<file path="src/sv/elfd_pkg.sv">
// Shared types, codes and constants of the escaped length frame deframer.
package elfd_pkg;

  // Longest accepted payload length plus one; the 7-bit counts cap it at 128.
  localparam int MaxFrameLen = 128;
  localparam int CountLimit  = 128;
  localparam logic [8:0] LenLimit =
    9'((MaxFrameLen < CountLimit) ? MaxFrameLen : CountLimit);

  localparam logic [7:0] ByteStart    = 8'hFF;
  localparam logic [7:0] ByteEnd      = 8'hFE;
  localparam logic [7:0] ByteEscape   = 8'hFD;
  localparam logic [7:0] EscapeOffset = 8'hF0;
  localparam logic [7:0] ByteStop     = 8'hFC;
  localparam logic [7:0] ByteContinue = 8'hFB;

  localparam logic [1:0] PhaseIdle    = 2'd0;
  localparam logic [1:0] PhaseLength  = 2'd1;
  localparam logic [1:0] PhasePayload = 2'd2;

  localparam logic [2:0] KindData   = 3'd0;
  localparam logic [2:0] KindOk     = 3'd1;
  localparam logic [2:0] KindBadEnd = 3'd2;
  localparam logic [2:0] KindBadLen = 3'd3;
  localparam logic [2:0] KindStray  = 3'd4;
  localparam logic [2:0] KindFlow   = 3'd5;

  typedef struct packed {
    logic [1:0] frame_phase;
    logic       escape_pending;
    logic [6:0] bytes_remaining;
    logic [6:0] bytes_received;
    logic       stopped_flag;
  } frame_state_t;

  typedef struct packed {
    logic [2:0] result_kind;
    logic [7:0] data_byte;
    logic [6:0] frame_length;
    logic       link_stopped;
  } result_t;

endpackage

</file>
<file path="src/sv/elfd_if.sv">
// Handshake interfaces for the received byte channel and the result channel.
interface elfd_in_if;
  logic       valid;
  logic       ready;
  logic [7:0] rx_byte;

  modport source (output valid, output rx_byte, input ready);
  modport sink (input valid, input rx_byte, output ready);
endinterface

interface elfd_out_if;
  logic       valid;
  logic       ready;
  logic [2:0] result_kind;
  logic [7:0] data_byte;
  logic [6:0] frame_length;
  logic       link_stopped;

  modport source (output valid, output result_kind, output data_byte,
                  output frame_length, output link_stopped, input ready);
  modport sink (input valid, input result_kind, input data_byte,
                input frame_length, input link_stopped, output ready);
endinterface

</file>
<file path="src/sv/elfd_step.sv">
// Per-byte frame phase logic: next state and the optional result of one byte.
module elfd_step
  import elfd_pkg::*;
(
  input  logic [7:0]   rx_byte,
  input  frame_state_t state,
  output frame_state_t state_next,
  output logic         has_result,
  output result_t      result
);

  logic [7:0] plain_byte;
  logic [6:0] count_inc;

  assign plain_byte = state.escape_pending ? 8'(rx_byte + EscapeOffset) : rx_byte;
  assign count_inc  = 7'(state.bytes_received + 7'd1);

  always_comb begin
    state_next           = state;
    has_result           = 1'b0;
    result.result_kind   = KindStray;
    result.data_byte     = rx_byte;
    result.frame_length  = 7'd0;
    case (state.frame_phase)
      PhaseLength: begin
        if ({1'b0, rx_byte} < LenLimit) begin
          state_next.frame_phase     = PhasePayload;
          state_next.bytes_remaining = rx_byte[6:0];
        end else begin
          has_result         = 1'b1;
          result.result_kind = KindBadLen;
          if (rx_byte == ByteStart) begin
            state_next.frame_phase     = PhaseLength;
            state_next.escape_pending  = 1'b0;
            state_next.bytes_remaining = 7'd0;
            state_next.bytes_received  = 7'd0;
          end else begin
            state_next.frame_phase = PhaseIdle;
          end
        end
      end
      PhasePayload: begin
        if (rx_byte == ByteEscape) begin
          state_next.escape_pending = 1'b1;
        end else begin
          state_next.escape_pending = 1'b0;
          has_result                = 1'b1;
          result.data_byte          = plain_byte;
          if (state.bytes_remaining != 7'd0) begin
            state_next.bytes_remaining = 7'(state.bytes_remaining - 7'd1);
            state_next.bytes_received  = count_inc;
            result.result_kind         = KindData;
            result.frame_length        = count_inc;
          end else if (plain_byte == ByteEnd) begin
            state_next.frame_phase = PhaseIdle;
            result.result_kind     = KindOk;
            result.frame_length    = state.bytes_received;
          end else begin
            result.result_kind  = KindBadEnd;
            result.frame_length = state.bytes_received;
            // A start byte where the end byte belongs opens a new frame.
            if (plain_byte == ByteStart) begin
              state_next.frame_phase     = PhaseLength;
              state_next.bytes_remaining = 7'd0;
              state_next.bytes_received  = 7'd0;
            end else begin
              state_next.frame_phase = PhaseIdle;
            end
          end
        end
      end
      default: begin
        if (rx_byte == ByteStart) begin
          state_next.frame_phase     = PhaseLength;
          state_next.escape_pending  = 1'b0;
          state_next.bytes_remaining = 7'd0;
          state_next.bytes_received  = 7'd0;
        end else if (rx_byte == ByteStop) begin
          state_next.stopped_flag = 1'b1;
          has_result              = 1'b1;
          result.result_kind      = KindFlow;
        end else if (rx_byte == ByteContinue) begin
          state_next.stopped_flag = 1'b0;
          has_result              = 1'b1;
          result.result_kind      = KindFlow;
        end else begin
          has_result         = 1'b1;
          result.result_kind = KindStray;
        end
      end
    endcase
    result.link_stopped = state_next.stopped_flag;
  end

endmodule

</file>
<file path="src/sv/elfd_out_reg.sv">
// Result register that holds one result until the receiver takes it.
module elfd_out_reg
  import elfd_pkg::*;
(
  input  logic           clk,
  input  logic           rst,
  input  logic           load,
  input  result_t        result,
  elfd_out_if.source     tx
);

  logic    held;
  result_t payload;

  always_ff @(posedge clk) begin
    if (rst) begin
      held <= 1'b0;
    end else if (load) begin
      held <= 1'b1;
    end else if (tx.ready) begin
      held <= 1'b0;
    end
  end

  always_ff @(posedge clk) begin
    if (load) begin
      payload <= result;
    end
  end

  assign tx.valid        = held;
  assign tx.result_kind  = payload.result_kind;
  assign tx.data_byte    = payload.data_byte;
  assign tx.frame_length = payload.frame_length;
  assign tx.link_stopped = payload.link_stopped;

endmodule

</file>
<file path="src/sv/escaped_length_frame_deframer.sv">
// Top level of the escaped length frame deframer: input stage, frame state, result stage.
//
// The block takes received bytes on byte_chan, one per transaction, and
// rebuilds frames of the form start byte, length byte, payload, end byte,
// with an escape byte that adds an offset to the byte after it. Results
// leave on result_chan: each payload byte as it arrives, a closing result
// for a good or faulty frame, a stray-byte result and a flow-change result
// for the stop and continue bytes seen between frames.
// An accepted byte is held in the input register, is decoded against the
// frame state and its result is registered in the result register, from
// which it is offered on result_chan until it is taken. Bytes that cause
// no result (start, length, escape) simply update the state.
// Throughput is one byte per cycle while the input stage is not held.
// A byte is accepted while an earlier result still waits on result_chan;
// only when that result is stalled and the waiting byte would produce
// another one does the input stage hold, and byte_chan ready then drops.
// A synchronous reset returns the block to idle between frames, clears the
// escape flag, both counts and the stop flag, and empties both stages.
module escaped_length_frame_deframer
  import elfd_pkg::*;
(
  input  logic        clk,
  input  logic        rst,
  elfd_in_if.sink     byte_chan,
  elfd_out_if.source  result_chan
);

  logic         stage_valid;
  logic [7:0]   stage_byte;
  frame_state_t state;
  frame_state_t state_next;
  logic         has_result;
  result_t      result;
  logic         out_free;
  logic         advance;

  // The result register can take a new result when it is empty or being read.
  assign out_free = !result_chan.valid || result_chan.ready;
  // The staged byte is processed when it causes no result or the result has room.
  assign advance  = stage_valid && (!has_result || out_free);
  assign byte_chan.ready = !stage_valid || advance;

  always_ff @(posedge clk) begin
    if (rst) begin
      stage_valid <= 1'b0;
    end else if (byte_chan.ready) begin
      stage_valid <= byte_chan.valid;
    end
  end

  always_ff @(posedge clk) begin
    if (byte_chan.valid && byte_chan.ready) begin
      stage_byte <= byte_chan.rx_byte;
    end
  end

  // Frame state moves on exactly once for each processed byte.
  always_ff @(posedge clk) begin
    if (rst) begin
      state.frame_phase     <= PhaseIdle;
      state.escape_pending  <= 1'b0;
      state.bytes_remaining <= 7'd0;
      state.bytes_received  <= 7'd0;
      state.stopped_flag    <= 1'b0;
    end else if (advance) begin
      state <= state_next;
    end
  end

  elfd_step u_step (
    .rx_byte    (stage_byte),
    .state      (state),
    .state_next (state_next),
    .has_result (has_result),
    .result     (result)
  );

  elfd_out_reg u_out_reg (
    .clk    (clk),
    .rst    (rst),
    .load   (advance && has_result),
    .result (result),
    .tx     (result_chan)
  );

`ifndef ASSERT_OFF
  // A result is never loaded over one that is stalled.
  a_no_overwrite: assert property (@(posedge clk) disable iff (rst)
    (result_chan.valid && !result_chan.ready && advance) |-> !has_result)
    else $error("result overwritten while stalled");

  // A loaded result is offered in the next cycle.
  a_result_offered: assert property (@(posedge clk) disable iff (rst)
    (advance && has_result) |=> result_chan.valid)
    else $error("loaded result not offered");

  // Payload bytes remain to be counted only inside a frame's payload.
  a_remaining_in_payload: assert property (@(posedge clk) disable iff (rst)
    (state.bytes_remaining != 7'd0) |-> (state.frame_phase == PhasePayload))
    else $error("remaining count outside payload phase");
`endif

endmodule
</file>
<file path="src/flat_wrapper.sv">
// flat-port wrapper written by rule: the top's interface ports become plain ports
module escaped_length_frame_deframer_flat import elfd_pkg::*;
  (clk, rst, byte_chan_valid, byte_chan_rx_byte, byte_chan_ready, result_chan_valid, result_chan_result_kind, result_chan_data_byte, result_chan_frame_length, result_chan_link_stopped, result_chan_ready);
  elfd_in_if byte_chan_i ();
  elfd_out_if result_chan_i ();
  input  logic clk;
  input  logic rst;
  input wire logic [$bits(byte_chan_i.valid)-1:0] byte_chan_valid;
  input wire logic [$bits(byte_chan_i.rx_byte)-1:0] byte_chan_rx_byte;
  output wire logic [$bits(byte_chan_i.ready)-1:0] byte_chan_ready;
  output wire logic [$bits(result_chan_i.valid)-1:0] result_chan_valid;
  output wire logic [$bits(result_chan_i.result_kind)-1:0] result_chan_result_kind;
  output wire logic [$bits(result_chan_i.data_byte)-1:0] result_chan_data_byte;
  output wire logic [$bits(result_chan_i.frame_length)-1:0] result_chan_frame_length;
  output wire logic [$bits(result_chan_i.link_stopped)-1:0] result_chan_link_stopped;
  input wire logic [$bits(result_chan_i.ready)-1:0] result_chan_ready;
  assign byte_chan_i.valid = byte_chan_valid;
  assign byte_chan_i.rx_byte = byte_chan_rx_byte;
  assign byte_chan_ready = byte_chan_i.ready;
  assign result_chan_valid = result_chan_i.valid;
  assign result_chan_result_kind = result_chan_i.result_kind;
  assign result_chan_data_byte = result_chan_i.data_byte;
  assign result_chan_frame_length = result_chan_i.frame_length;
  assign result_chan_link_stopped = result_chan_i.link_stopped;
  assign result_chan_i.ready = result_chan_ready;
  escaped_length_frame_deframer u_core (.clk(clk), .rst(rst), .byte_chan(byte_chan_i), .result_chan(result_chan_i));
endmodule
</file>
<file path="config.mk">
export PLATFORM = sky130hd
export DESIGN_NAME = escaped_length_frame_deframer_flat
export DESIGN_NICKNAME = d
export VERILOG_FILES = /design/src/sv/elfd_pkg.sv /design/src/sv/elfd_if.sv /design/src/sv/elfd_step.sv /design/src/sv/elfd_out_reg.sv /design/src/sv/escaped_length_frame_deframer.sv /design/src/flat_wrapper.sv
export SDC_FILE = /design/constraint.sdc
export NUM_CORES = 1
export LEC_CHECK = 0
export BUFFER_PORTS_ARGS = -buffer_cell sky130_fd_sc_hd__buf_4
export CAP_MARGIN = 10
export CORE_UTILIZATION = 29
export DETAILED_ROUTE_END_ITERATION = 10
export HOLD_SLACK_MARGIN = 0.15
export PLACE_DENSITY = 0.44
export SLEW_MARGIN = 20
export SYNTH_ARGS = -nofsm -noshare
export SYNTH_HDL_FRONTEND = slang
export SYNTH_SLANG_ARGS = --single-unit
</file>
<file path="constraint.sdc">
create_clock -name clk -period 3.4 [get_ports clk]
set_input_delay 0.17 -clock clk [delete_from_list [all_inputs] [get_ports clk]]
set_output_delay 0.17 -clock clk [all_outputs]
set_load 0.01 [all_outputs]
</file>
==> results.py <==
metrics = {
    "synth": {
        "synth_warnings": 0,
        "syn_area_per_cell_um2": 10.1,
        "synth_common_cells": "edfxtp_1, nand2_1, dfxtp_1",
        "async_flop_share_pct": 0,
        "yosys.cell_types.count": 58,
        "postSynthCellCount": 253,
        "synth-seq-cells": 47,
        "yosysTopAreaCell": "edfxtp_1",
        "synthTopCellsByArea": "edfxtp_1, dfxtp_1, ha_1, nand2_1, a21oi_1",
        "netlist_area_um2": 2550,
        "synth_most_common_cell": "edfxtp_1",
        "synth_nets": 273,
        "seq_area_frac_synth_pct": 47.5,
        "synth_flop_cell": "edfxtp_1",
        "synth_top_area_share_pct": 31.8,
        "synth-edff-count": 27,
    },
    "layout": {
        "nFillCells": 846,
        "nets": 316,
        "fin_area_um2": 3130,
        "seqCellArea_um2": 1210,
        "drive_above_1_share_pct": 20.9,
        "num_antenna_cells": 0,
        "synthToLayoutAreaGrowth_pct": 22.7,
        "multiInputGateArea_um2": 1240,
    },
    "clock_network": {
        "cts_made_buffers": 5,
        "clkSlewWorstSetupHoldPaths_ns": 0.09,
        "post_cts_resized": 0,
        "cts_root_buf": "clkbuf_8",
        "cts_sinks": 47,
        "cts_tree": "yes",
        "cts_buffer_depth": 2,
        "h-tree-depth": 2,
        "worstSkewPairLatency_ns": 0.30,
        "cts_hold_buf": 9,
        "post_cts_buffers": 0,
    },
    "timing": {
        "tns_ns": 0,
        "drv_slew": 0,
        "relSlewSlack_pct": 51.0,
        "post-route-min-period_ns": 2.50,
        "rsz0062_at_grt": "no",
        "worst_pin_slew_ns": 0.730,
        "post-route-period-util_pct": 73.6,
        "hold_viol_final": 0,
        "setup_viol_count_final": 0,
        "timing.fmax_mhz": 399,
        "clock_skew_ns": 0.00780,
    },
    "floorplan": {
        "io_pins": 33,
        "die_w_um": 95.8,
        "core_um2": 8380,
        "die_h_um": 95.8,
        "die_area_um2": 9180,
        "rows": 33,
        "start_util_pct": 30.5,
    },
    "drt": {
        "ant_nets": 0,
        "dr.pass1.iters": 4,
        "totalWireLength_um": 5960,
        "drc": 0,
        "maxUsedRoutingLayer": "met4",
        "wl_met3_um": 317,
        "wl_met2_um": 2500,
        "vias_per_cell": 5.01,
        "vias": 2014,
        "drtIter0Drc": 117,
        "avgRoutedWirePerCell_um": 14.8,
        "wl_met1_um": 3040,
    },
    "min_path": {
        "hold_path_class": "input port to register",
    },
    "worst_setup_path": {
        "cp_max_fo": 7,
        "critPathKind": "register to register",
        "start_kind": "register",
        "end_kind": "register",
        "arrival_ns": 2.70,
        "regToRegSetupSlack_ns": 0.90,
        "required_ns": 3.60,
    },
    "global_routing": {
        "grt.total_usage_pct": 13.9,
        "grt_pass1_wl_um": 9550,
        "grt_overflow": 0,
        "antenna_found_initial": 0,
        "grt_max_degree": 20,
        "grt_pass1_vias": 1841,
    },
    "run": {
        "maxCapViolations": 0,
    },
    "place": {
        "gp_congestion": 0.807,
        "port_buffers": 32,
        "hpwl_um": 4300,
        "placed_cell_area_um2": 2910,
    },
    "power_and_ir_drop": {
        "power_density_nw_per_um2": 386,
        "p_leak_nw": 1.14,
        "ir_drop_uv": 229,
    },
    "status": {
        "status": "completed",
    },
}
-- layer usage --
| layer | GRT usage, % | vias to the layer above |
|---|---|---|
| met5 | 0 | - |
| met4 | 4.10 | 0 |
| met3 | 2.92 | 9 |
| met2 | 21.1 | 55 |
| met1 | 19.9 | 916 |
| li1 | - | 1034 |
-- registers in the layout, summed over array words and instances, names as in the netlist --
register	flops
u_core.u_out_reg.tx.result_kind	3
u_core.stage_valid	1
u_core.u_out_reg.tx.link_stopped	1
u_core.u_out_reg.tx.valid	1
u_core.state	18
u_core.stage_byte	8
u_core.u_out_reg.tx.frame_length	7
u_core.u_out_reg.tx.data_byte	8
-- power by group --
part	internal, W	switching (W)	total [W]
clock network	0.000294	0.000196	0.000490
logic	0.0000404	0.0000425	0.0000829
registers	0.000619	0.0000192	0.000638
-- cell type report --
class / instances / area share [%]
clock buffer: 6 / 2.32
clock inverter: 2 / 1.92
inverter: 16 / 1.92
multi-input combinational: 181 / 39.5
sequential: 47 / 38.7
tap: 105 / 4.19
timing repair buffer: 45 / 11.5
-- final timing paths --
check / startpoint / to / depth (start not counted)
worst max register to register: u_core.stage_byte[4] / u_core.state[7] / 7
worst max-delay path: u_core.stage_byte[4] / u_core.state[7] / 7
worst min-delay path: rst / u_core.state[1] / 2
worst min register to register: u_core.state[14] / u_core.state[14] / 2
-- cell families after synthesis --
logic type | share of synthesized area (%)
flops | 47.5
mux | 1.62
simple gates | 18.9
fa+ha+maj | 3.92
buf+inv | 4.07
compound gates | 22.0
xor+xnor | 2.06
-- critical path: stages, from the launching register on --
cell,delay (ns)
edfxtp_1,0.54
inv_1,0.09
ha_1,0.31
o41ai_1,0.59
a31o_4,0.27
o211a_2,0.28
nand2_1,0.07
a32o_1,0.25
-- layout by cell type, fill, tap and decap left out, types with 2 or more instances in the layout --
cell type / n
nand4b_1: 2
and3_1: 2
o221ai_1: 2
nand3b_1: 2
nor4_1: 2
o31ai_1: 4
nor2_1: 19
a32o_1: 5
a21oi_1: 16
xor2_1: 2
o21ai_1: 5
xnor2_1: 4
inv_1: 16
edfxtp_1: 27
buf_4: 36
nor2b_1: 2
dlygate4sd3_1: 9
ha_1: 8
nand4_1: 2
o211a_2: 2
bufinv_16: 2
nand2_1: 23
clkbuf_8: 5
nand2b_1: 2
a21o_1: 5
or3_1: 5
dfxtp_1: 20
nand3_1: 14
nor3_1: 5
o21ai_0: 13
mux2i_1: 3
o41ai_1: 2
a211oi_2: 4
-- through the flow --
step                      worst slack [ns]  util (%)  total power (W)  hold slack [ns]  instances
after floorplan                      0.878         -         0.000688            0.269        253
after global placement               0.902      34.7         0.000726            0.350        385
after detailed placement             0.896      34.7         0.000727            0.349        385
after CTS                            0.881      37.4          0.00123            0.216        402
after global routing                 0.673      37.4          0.00125            0.229        402
final                                0.897      37.4          0.00121            0.223        402
No activity file was read; power rests on OpenSTA's default activity.
